`config.mk`:
```
export PLATFORM = sky130hd
export DESIGN_NAME = top_k_score_table
export DESIGN_NICKNAME = d
export VERILOG_FILES = /design/src/sv/tks_pkg.sv /design/src/sv/top_k_score_table.sv /design/src/sv/tks_ctrl.sv /design/src/sv/tks_datapath.sv
export SDC_FILE = /design/constraint.sdc
export NUM_CORES = 2
export LEC_CHECK = 0
export BUFFER_PORTS_ARGS = -buffer_cell sky130_fd_sc_hd__buf_2
export CAP_MARGIN = 20
export CORE_ASPECT_RATIO = 1.5
export CORE_MARGIN = 4
export CORE_UTILIZATION = 64
export DETAILED_ROUTE_END_ITERATION = 6
export PLACE_DENSITY = 0.81
export SYNTH_ARGS = -nofsm -noshare
export SYNTH_HDL_FRONTEND = slang
export SYNTH_HIERARCHICAL = 1
export SYNTH_SLANG_ARGS = --single-unit
```
`constraint.sdc`:
```
create_clock -name clk -period 7.9 [get_ports clk]
set_clock_uncertainty 0.2 [all_clocks]
set_input_delay 0.395 -clock clk [delete_from_list [all_inputs] [get_ports clk]]
set_output_delay 0.395 -clock clk [all_outputs]
set_load 0.01 [all_outputs]
```
`src/sv/tks_pkg.sv`:
```
// Shared types, constants and helpers for the top-k score table.
`default_nettype none
package tks_pkg;

  localparam int CAPACITY  = 10;
  localparam int KEY_WIDTH = 32;
  localparam int FKEY_W    = 32;
  localparam int SCORE_W   = 32;
  localparam int RANK_W    = 4;
  localparam int IDX_W     = (CAPACITY > 1) ? $clog2(CAPACITY) : 1;
  localparam int CNT_W     = $clog2(CAPACITY + 1);

  localparam logic [1:0] OP_INSERT  = 2'd0;
  localparam logic [1:0] OP_LOOKUP  = 2'd1;
  localparam logic [1:0] OP_READOUT = 2'd2;

  typedef struct packed {
    logic [1:0]                operation;
    logic [FKEY_W-1:0]         player_key;
    logic signed [SCORE_W-1:0] player_score;
  } tks_in_t;

  typedef struct packed {
    logic                      entry_valid;
    logic [FKEY_W-1:0]         entry_key;
    logic signed [SCORE_W-1:0] entry_score;
    logic [RANK_W-1:0]         entry_rank;
    logic                      last_of_run;
  } tks_out_t;

  typedef enum logic [2:0] {
    ST_IDLE,
    ST_INS_SCAN,
    ST_INS_WRITE,
    ST_LK_SCAN,
    ST_MISS,
    ST_SORT,
    ST_RD_EMIT
  } tks_state_t;

  typedef struct packed {
    logic capture;
    logic append;
    logic idx_inc;
    logic idx_clr;
    logic scan_min;
    logic replace;
    logic sort_step;
    logic emit_hit;
    logic emit_miss;
    logic emit_entry;
  } tks_cmd_t;

  typedef struct packed {
    logic full;
    logic empty;
    logic idx_last_scan;
    logic idx_last_cnt;
    logic hit;
    logic out_free;
  } tks_sts_t;

  // Keep the low KEY_WIDTH bits of a port key.
  function automatic logic [KEY_WIDTH-1:0] key_in(input logic [FKEY_W-1:0] k);
    logic [63:0] t;
    t = 64'(k);
    return t[KEY_WIDTH-1:0];
  endfunction

  function automatic logic [FKEY_W-1:0] key_out(input logic [KEY_WIDTH-1:0] k);
    logic [63:0] t;
    t = 64'(k);
    return t[FKEY_W-1:0];
  endfunction

  function automatic logic [RANK_W-1:0] to_rank(input logic [IDX_W-1:0] idx);
    logic [31:0] t;
    t = 32'(idx);
    return t[RANK_W-1:0];
  endfunction

endpackage
`default_nettype wire

```
`src/sv/top_k_score_table.sv`:
```
// Top-k score table: holds up to CAPACITY key/score pairs, ranked readout on request.
//
// Input channel (in_valid/in_ready/in_data) takes one transaction at a time:
//   insert  - while not full, appended in the accept cycle; when full, a
//             scan of all CAPACITY entries finds the lowest-indexed minimum, then the
//             ST_INS_WRITE state replaces it if the new score is strictly higher.
//   lookup  - scans stored entries one per cycle; one result, found or not found.
//   readout - odd-even transposition sort over the stored entries (stable,
//             descending), then one result per entry per cycle, last one marked.
//             An empty table gives one not-found result.
// Throughput is set by the single store read port walked by the scan index; a new
// transaction is accepted only in the idle state, after the previous one is done.
// Results leave through an output register (out_valid/out_ready/out_data); the
// sequencer holds while that register is full and not taken, so a stalled
// receiver pauses the scan or readout without loss.
// Reset (rst_n low, synchronous) empties the table and drops any pending result.
`default_nettype none
module top_k_score_table import tks_pkg::*; (
  input  logic     clk,
  input  logic     rst_n,
  input  logic     in_valid,
  output logic     in_ready,
  input  tks_in_t  in_data,
  output logic     out_valid,
  input  logic     out_ready,
  output tks_out_t out_data
);

  tks_cmd_t cmd;
  tks_sts_t sts;

  tks_ctrl u_ctrl (
    .clk      (clk),
    .rst_n    (rst_n),
    .in_valid (in_valid),
    .in_op    (in_data.operation),
    .in_ready (in_ready),
    .sts      (sts),
    .cmd      (cmd)
  );

  tks_datapath u_datapath (
    .clk       (clk),
    .rst_n     (rst_n),
    .cmd       (cmd),
    .in_data   (in_data),
    .sts       (sts),
    .out_ready (out_ready),
    .out_valid (out_valid),
    .out_data  (out_data)
  );

`ifndef SYNTHESIS
  a_emit_into_free: assert property (@(posedge clk) disable iff (!rst_n)
    (cmd.emit_hit || cmd.emit_miss || cmd.emit_entry) |-> sts.out_free)
    else $error("result loaded while output register still held");

  a_append_not_full: assert property (@(posedge clk) disable iff (!rst_n)
    cmd.append |-> !sts.full)
    else $error("append into a full table");

  a_one_emit: assert property (@(posedge clk) disable iff (!rst_n)
    $onehot0({cmd.emit_hit, cmd.emit_miss, cmd.emit_entry}))
    else $error("more than one result source in a cycle");

  a_no_accept_busy: assert property (@(posedge clk) disable iff (!rst_n)
    (cmd.scan_min || cmd.sort_step || cmd.replace) |-> !in_ready)
    else $error("input ready while a transaction is in progress");
`endif

endmodule
`default_nettype wire

```
`src/sv/tks_ctrl.sv`:
```
// Sequencer for insert, lookup and ranked readout transactions.
`default_nettype none
module tks_ctrl import tks_pkg::*; (
  input  logic       clk,
  input  logic       rst_n,
  input  logic       in_valid,
  input  logic [1:0] in_op,
  output logic       in_ready,
  input  tks_sts_t   sts,
  output tks_cmd_t   cmd
);

  tks_state_t state_r, state_nxt;

  always_ff @(posedge clk) begin
    if (!rst_n) begin
      state_r <= ST_IDLE;
    end else begin
      state_r <= state_nxt;
    end
  end

  always_comb begin
    state_nxt = state_r;
    case (state_r)
      ST_IDLE: begin
        if (in_valid) begin
          case (in_op)
            OP_INSERT:  if (sts.full) state_nxt = ST_INS_SCAN;
            OP_LOOKUP:  state_nxt = sts.empty ? ST_MISS : ST_LK_SCAN;
            OP_READOUT: state_nxt = sts.empty ? ST_MISS : ST_SORT;
            default:    state_nxt = ST_IDLE;
          endcase
        end
      end
      ST_INS_SCAN:  if (sts.idx_last_scan) state_nxt = ST_INS_WRITE;
      ST_INS_WRITE: state_nxt = ST_IDLE;
      ST_LK_SCAN: begin
        if (sts.hit) begin
          if (sts.out_free) state_nxt = ST_IDLE;
        end else if (sts.idx_last_cnt) begin
          state_nxt = ST_MISS;
        end
      end
      ST_MISS:    if (sts.out_free) state_nxt = ST_IDLE;
      ST_SORT:    if (sts.idx_last_scan) state_nxt = ST_RD_EMIT;
      ST_RD_EMIT: if (sts.out_free && sts.idx_last_cnt) state_nxt = ST_IDLE;
      default:    state_nxt = ST_IDLE;
    endcase
  end

  always_comb begin
    cmd      = '0;
    in_ready = 1'b0;
    case (state_r)
      ST_IDLE: begin
        in_ready = 1'b1;
        if (in_valid) begin
          cmd.capture = 1'b1;
          cmd.append  = (in_op == OP_INSERT) && !sts.full;
        end
      end
      ST_INS_SCAN: begin
        cmd.scan_min = 1'b1;
        cmd.idx_inc  = !sts.idx_last_scan;
      end
      ST_INS_WRITE: cmd.replace = 1'b1;
      ST_LK_SCAN: begin
        if (sts.hit) begin
          cmd.emit_hit = sts.out_free;
        end else begin
          cmd.idx_inc = !sts.idx_last_cnt;
        end
      end
      ST_MISS: cmd.emit_miss = sts.out_free;
      ST_SORT: begin
        cmd.sort_step = 1'b1;
        cmd.idx_clr   = sts.idx_last_scan;
        cmd.idx_inc   = !sts.idx_last_scan;
      end
      ST_RD_EMIT: begin
        cmd.emit_entry = sts.out_free;
        cmd.idx_inc    = sts.out_free && !sts.idx_last_cnt;
      end
      default: cmd = '0;
    endcase
  end

endmodule
`default_nettype wire

```
`src/sv/tks_datapath.sv`:
```
// Entry store, scan index, minimum tracker, sort network and result register.
`default_nettype none
module tks_datapath import tks_pkg::*; (
  input  logic     clk,
  input  logic     rst_n,
  input  tks_cmd_t cmd,
  input  tks_in_t  in_data,
  output tks_sts_t sts,
  input  logic     out_ready,
  output logic     out_valid,
  output tks_out_t out_data
);

  logic [KEY_WIDTH-1:0]      key_mem_r   [CAPACITY];
  logic signed [SCORE_W-1:0] score_mem_r [CAPACITY];
  logic [KEY_WIDTH-1:0]      key_mem_nxt   [CAPACITY];
  logic signed [SCORE_W-1:0] score_mem_nxt [CAPACITY];

  logic [CNT_W-1:0]          count_r, count_nxt;
  logic [IDX_W-1:0]          idx_r, idx_nxt;
  logic [KEY_WIDTH-1:0]      key_r;
  logic signed [SCORE_W-1:0] score_r;
  logic [IDX_W-1:0]          min_idx_r;
  logic signed [SCORE_W-1:0] min_score_r;
  logic                      out_valid_r, out_valid_nxt;
  tks_out_t                  out_data_r, out_data_nxt;

  logic [KEY_WIDTH-1:0]      rd_key;
  logic signed [SCORE_W-1:0] rd_score;
  logic                      emit;

  assign rd_key   = key_mem_r[idx_r];
  assign rd_score = score_mem_r[idx_r];
  assign emit     = cmd.emit_hit || cmd.emit_miss || cmd.emit_entry;

  assign sts.full          = (count_r == CNT_W'(CAPACITY));
  assign sts.empty         = (count_r == '0);
  assign sts.idx_last_scan = (idx_r == IDX_W'(CAPACITY - 1));
  assign sts.idx_last_cnt  = ((CNT_W'(idx_r) + 1'b1) == count_r);
  assign sts.hit           = (rd_key == key_r);
  assign sts.out_free      = !out_valid_r || out_ready;

  // Store updates: append, conditional replace, one odd-even transposition phase.
  // Swapping only on strictly lower score keeps equal scores in stored order.
  always_comb begin
    key_mem_nxt   = key_mem_r;
    score_mem_nxt = score_mem_r;
    if (cmd.append) begin
      key_mem_nxt[count_r[IDX_W-1:0]]   = key_in(in_data.player_key);
      score_mem_nxt[count_r[IDX_W-1:0]] = in_data.player_score;
    end
    if (cmd.replace && (min_score_r < score_r)) begin
      key_mem_nxt[min_idx_r]   = key_r;
      score_mem_nxt[min_idx_r] = score_r;
    end
    if (cmd.sort_step) begin
      for (int i = 0; i < CAPACITY - 1; i++) begin
        if ((1'(i) == idx_r[0]) && (CNT_W'(i + 1) < count_r) &&
            (score_mem_r[i] < score_mem_r[i+1])) begin
          key_mem_nxt[i]     = key_mem_r[i+1];
          key_mem_nxt[i+1]   = key_mem_r[i];
          score_mem_nxt[i]   = score_mem_r[i+1];
          score_mem_nxt[i+1] = score_mem_r[i];
        end
      end
    end
  end

  always_ff @(posedge clk) begin
    key_mem_r   <= key_mem_nxt;
    score_mem_r <= score_mem_nxt;
  end

  assign count_nxt = cmd.append ? count_r + 1'b1 : count_r;

  always_comb begin
    idx_nxt = idx_r;
    if (cmd.capture || cmd.idx_clr) begin
      idx_nxt = '0;
    end else if (cmd.idx_inc) begin
      idx_nxt = idx_r + 1'b1;
    end
  end

  always_ff @(posedge clk) begin
    if (!rst_n) begin
      count_r <= '0;
    end else begin
      count_r <= count_nxt;
    end
    idx_r <= idx_nxt;
    if (cmd.capture) begin
      key_r   <= key_in(in_data.player_key);
      score_r <= in_data.player_score;
    end
    // First entry seeds the minimum; later ones win only on a strictly lower score.
    if (cmd.scan_min && ((idx_r == '0) || (rd_score < min_score_r))) begin
      min_idx_r   <= idx_r;
      min_score_r <= rd_score;
    end
  end

  always_comb begin
    out_data_nxt = out_data_r;
    if (cmd.emit_miss) begin
      out_data_nxt             = '0;
      out_data_nxt.last_of_run = 1'b1;
    end else if (cmd.emit_hit || cmd.emit_entry) begin
      out_data_nxt.entry_valid = 1'b1;
      out_data_nxt.entry_key   = key_out(rd_key);
      out_data_nxt.entry_score = rd_score;
      out_data_nxt.entry_rank  = cmd.emit_entry ? to_rank(idx_r) : '0;
      out_data_nxt.last_of_run = cmd.emit_hit || sts.idx_last_cnt;
    end
  end

  always_comb begin
    out_valid_nxt = out_valid_r;
    if (emit) begin
      out_valid_nxt = 1'b1;
    end else if (out_ready) begin
      out_valid_nxt = 1'b0;
    end
  end

  always_ff @(posedge clk) begin
    if (!rst_n) begin
      out_valid_r <= 1'b0;
    end else begin
      out_valid_r <= out_valid_nxt;
    end
    out_data_r <= out_data_nxt;
  end

  assign out_valid = out_valid_r;
  assign out_data  = out_data_r;

endmodule
`default_nettype wire
```
-- Word-level counts from Yosys, hierarchy flattened
Cells that the tools add are included.
- $add $sub $neg: 2
- order comparisons: 25
- equal/unequal tests: 18
- muxes and demuxes: 68
- bitwise operators: 4
- reductions and logical operators: 43
- operator list (operator ; count):
    $mux 320 ; 6
    $bwmux 320 ; 4
    $mux 64 ; 20
    $lt 32x32->1 ; 11
    $bmux 32 s4 ; 2
    $demux 32 s4 ; 2
    $mux 32 ; 6
    $eq 32x32->1 ; 1
    $mux 3 ; 9
    $logic_and 1x1->1 ; 25
    $pmux 3 s6 ; 1
    $lt 3x4->1 const A ; 4
    $ge 5x5->1 const B ; 3
    $not 4->5 ; 3
    $mux 1 ; 13
    $lt 5x1->1 const B ; 2
    $eq 3x3->1 const B ; 3
    $pmux 3 s3 ; 1
    $add 4x1->4 const B ; 2
    $eq 4x4->1 const B ; 2
    $logic_not 4->1 ; 2
    $lt 2x4->1 const A ; 2
    $lt 4x4->1 const A ; 2
    $logic_or 1x1->1 ; 7
    19 further kinds ; 27
- flip-flop bits (word level): 822
- input bits: 70

-- Depth between registers and ports, before layout
- word-level depth: 20
- depth in mapped cells: 18
- gate-level depth less buffers: 13

-- By module
The synthesis kept the hierarchy.
- by module, submodules not included (module ; instances ; cells each ; area an instance (um^2) ; sequential area each (um^2)):
    tks_datapath ; 1 ; 5887 ; 56714.4 ; 17396.7
    tks_ctrl ; 1 ; 56 ; 426.7 ; 60.1

-- Worst setup path after synthesis
OpenSTA, ideal clock, no wires.
- path type: register -> register
- from: reg u_datapath.idx_r[1]
- to: reg u_datapath.min_idx_r[0] (enable)
- library setup time: 479 ps
- arrival time: 6156 ps
- required time: 7221 ps
- setup slack: 1064 ps
- stages on the path, launching flop included: 17
- clock period less this slack: 6836 ps
- path through: dfxtp_1 clkbuf_1 buf_1 clkbuf_1 clkbuf_1 mux4_2 mux2i_1 o22ai_1 ha_1 a21o_1 a21o_1 a211o_1 o211ai_1 a21oi_1 o31ai_1 a21oi_1 o21ai_0
- cells in the longest elaborated chain, start to end: 7
- elaborated cells on any way between the ends: 8
- those cells by class: order compare: 1; mux: 3; bitwise: 1; reduce/logical: 3
- RTL lines (item ; RTL line ; text):
    start, declared ; tks_datapath.sv:20 ; logic [IDX_W-1:0] idx_r, idx_nxt;
    start signal, assigned ; tks_datapath.sv:91 ; idx_r <= idx_nxt;
    $not 4->5 (implied by the code) ; tks_datapath.sv:33 ; assign rd_score = score_mem_r[idx_r];
    $bmux 32 s4 ; tks_datapath.sv:33 ;
    $mux 32 (implied by the code) (2 in a row) ; tks_datapath.sv:33 ;
    named net u_datapath.rd_score[9] ; tks_datapath.sv:29 ; logic signed [SCORE_W-1:0] rd_score;
    $lt 32x32->1 ; tks_datapath.sv:97 ; if (cmd.scan_min && ((idx_r == '0) || (rd_score < min_score_r))) begin
    $logic_or 1x1->1 ; tks_datapath.sv:97 ;
    $logic_and 1x1->1 ; tks_datapath.sv:97 ;
    end signal, assigned ; tks_datapath.sv:98 ; min_idx_r <= idx_r;
    end, declared ; tks_datapath.sv:23 ; logic [IDX_W-1:0] min_idx_r;
The timed path passes the listed nets, and every way through them passes these cells. The select of a mux whose other input is x is not followed.
A chain may end at the register's enable or synchronous reset.

==> run_results.csv <==
group,metric,value,unit
outcome,outcome,"finished with violations",
outcome,failed_checks,"DRC",
sta,report.final.slew_viol_count,0,
cts,postCtsSetupRepairBufs,0,
worst_setup_path,cp-start-kind,"register",
global_route,overflow,0,
hold_path,hold_start,"in_data[65]",
synth,synth_nets,6361,
power_and_ir_drop,power_density,212,nW/um^2
global_route,antenna_found_initial,14,
synth,synth_edf_count,100,
synth,synth_commonest_cells,"776 x mux2i_1, 722 x dfxtp_1, 552 x o22ai_1",
cts,post_cts_resize_count,0,
cts,cts_tree,"done",
synth,yosys_most_used_dff,"dfxtp_1",
drt,drc,59,
worst_setup_path,required,8.29,ns
synth,ys_async_sr_fraction,0,%
sta,final-setup-viol-count,0,
power_and_ir_drop,switching_share,34.8,%
synth,synth_area_per_cell,9.61,sq um
worst_setup_path,cp_max_fo,54,
place,dp_cells,6744,
floorplanning,die_x,252,um
drt,vias,55200,
hold_path,holdPathEnd,"u_ctrl/state_r[0]$_SDFFE_PN0P_",
sta,slew_headroom,15.9,%
hold_path,holdPathStages,6,
cts,clkTransAtPathRegs,0.07,ns
cts,htree_levels,3,
sta,hold_viol,0,
sta,fmax,157,MHz
cts,cts_inserted_buffers,83,
power_and_ir_drop,p_int,8500,uW
worst_setup_path,path_class,"register to register",
drt,wl_per_cell,34.3,um
synth,syn_inst,5943,
worst_setup_path,crit_arrival,6.78,ns
floorplanning,core,88900,sq um
cts,cts_sinks,822,
floorplanning,ios,142,
drt,dr.pass1.iters,7,
finish,final_util,69.2,%
worst_setup_path,end_kind,"register",
power_and_ir_drop,seqPwrFrac,41.1,%
run,drv_cap,0,
finish,stdcell_count,6979,
sta,setup_tns,0,ns
synth,synth_seq_area_share,30.6,%
place,place_area,58000,sq um
finish,drive_above_1_share,19.3,%
finish,area_growth,7.54,%
global_route,grt_pass1_vias,54100,
hold_path,worstHoldPathType,"input pin to register",
power_and_ir_drop,ir_drop,0.208,mV
drt,wl,239000,um
cts,cts_buffer_depth,3,
finish,n_fill_cell,6828,
synth,synth_area_leaders,"dfxtp_1 25%, mux2i_1 14%, mux2_2 11%",
sta,tightest_slew,1.26,ns
worst_setup_path,r2r_setup_slack,1.52,ns
power_and_ir_drop,combPwrFrac,27.6,%
place,place.gp.congestion,1.05,
synth,ys_types,81,
worst_setup_path,r2r_end,"u_datapath/out_data[44]$_SDFFE_PP0P_",
sta,period_share,80.8,%
place,portBuffers,141,
synth,synth_top_area_share,25.3,%
floorplanning,row_count,134,
cts,insertion_delay,0.72,ns
floorplanning,die_y,374,um
global_route,grt_first_pass_wirelength,347000,um
sta,rsz0062_at_grt,"false",
synth,ys.warnings.count,6,
finish,final_cell_area,61500,sq um
synth,yosysTopAreaCell,"dfxtp_1",
drt,dr.first_iter.drc_count,9140,
synth,yosysMostFrequentCell,"mux2i_1",
floorplanning,die_area,94200,sq um
place,preCtsSetupSlack,1.90,ns
finish,final_nets,6164,
worst_setup_path,crit_start,"u_datapath/idx_r[0]$_SDFFE_PP0P_",
power_and_ir_drop,power.share.clock,31.4,%
power_and_ir_drop,power_switching,4540,uW
sta,setup_slack,1.52,ns
global_route,grt_start_max_net_pins,142,
sta,final.min_clock_period,6.38,ns
worst_setup_path,reg2reg_depth,13,
worst_setup_path,timing.rr.start,"u_datapath/idx_r[0]$_SDFFE_PP0P_",
global_route,grtUsageTotal,48.4,%
place,dpl.hpwl,141000,um
floorplanning,start_util,64.3,%
synth,syn_area,57100,sq um
synth,ys_ff_latch,822,
cts,root_buffer,"clkbuf_16",
drt,vias_per_cell,7.91,
power_and_ir_drop,leakagePower,0.0238,uW
drt,antenna_left,0,
## cells in the final DEF (no fill, tap or decap), types with 100 or more instances in the layout
| cell type | count |
|---|---|
| nand2_1 | 244 |
| dfxtp_1 | 718 |
| o22ai_1 | 552 |
| o21ai_0 | 213 |
| mux2i_1 | 770 |
| a22oi_1 | 489 |
| ha_1 | 348 |
| nor2_1 | 136 |
| a21oi_1 | 182 |
| mux2_2 | 547 |
| inv_1 | 359 |
| edfxtp_1 | 100 |
| buf_2 | 145 |
| mux4_2 | 128 |
## stage by stage
stage               hold slack (ns)  power, uW
floorplan                     0.206       7490
global placement              0.277       8590
detailed placement            0.288       8700
CTS                           0.138      12700
global route                  0.163      13400
finish                        0.148      13000
## final cells by class
cell class              instances  area [sq um]  share of cell area, %
flip-flops and latches        822         17500                   28.4
repair buffers                319          2370                   3.86
diodes                          9          22.5                 0.0366
well taps                    1156          1450                   2.35
multi-input cells            4159         36100                   58.7
clock inverters                28           290                  0.472
clock buffers                 125          2400                   3.90
inverters                     361          1360                   2.22
## what timing repair did
action	in CTS	in global routing
endpoints found under the setup margin	0	0
hold buffers	65	0
endpoints found under the hold margin	72	0
## cells by family (layout without fill, tap and decap cells)
| group | count (synthesis) | count (layout) | synth area share (%) |
|---|---|---|---|
| simple gates | 617 | 617 | 5.18 |
| flops | 822 | 822 | 30.6 |
| other cells | 0 | 9 | 0 |
| compound gates | 1698 | 1698 | 19.6 |
| buf+inv | 962 | 833 | 6.94 |
| xor+xnor | 44 | 44 | 0.674 |
| fa+ha+maj | 348 | 348 | 7.62 |
| mux | 1452 | 1452 | 29.4 |
## routing by layer
metal  vias to the layer above  global-route usage [%]  routed length (um)  part of all wire (%)
met5                         -                   0.260                 106                 0.044
met4                        16                    45.1               29700                    12
met3                      1922                    16.9               34400                    14
met2                      5246                    71.0               99800                    42
met1                     25800                    54.5               75300                    31
li1                      22200                       -                   -                     -
## how the worst max path moves through the flow
stage,end,slack [ns],depth (start not counted)
finish,u_datapath/out_data[44]$_SDFFE_PP0P_,1.52,13
global route,u_datapath/out_data[35]$_SDFFE_PP0P_,1.47,13
CTS,u_datapath/out_data[44]$_SDFFE_PP0P_,1.86,13
detailed placement,u_datapath/out_data[44]$_SDFFE_PP0P_,1.90,13
global placement,u_datapath/out_data[47]$_SDFFE_PP0P_,2.00,12
floorplan,u_datapath/min_idx_r[0]$_DFFE_PP_,1.06,16
## sequential cells by signal, summed over array words and instances, names as in the netlist, 32 cells and up
name                    flops
u_datapath/score_mem_r    320
u_datapath/min_score_r     32
u_datapath/out_data        70
u_datapath/score_r         32
u_datapath/key_mem_r      320
u_datapath/key_r           32
## worst max-delay path, stage by stage, from the launching register on
cell and delay, ns:
dfxtp_4 0.92, buf_12 0.44, mux4_2 0.58, mux2i_1 0.26, o22ai_1 0.17, xor2_1 0.19, nor4_1 0.59, nand4_1 0.16
nor2_1 0.66, nand4_4 0.17, nor2_1 0.53, nor3_2 0.32, buf_4 0.51, a22o_1 0.38
## power groups by stage
stage,combinational [uW],sequential (uW),clock [uW]
final,3590,5350,4090
after global routing,3790,5380,4230
after detailed placement,3310,5390,0
after global placement,3220,5370,0
after floorplan,2390,5100,0
after CTS,3370,5300,4070
Note: power is estimated with default switching activity, not from simulation.
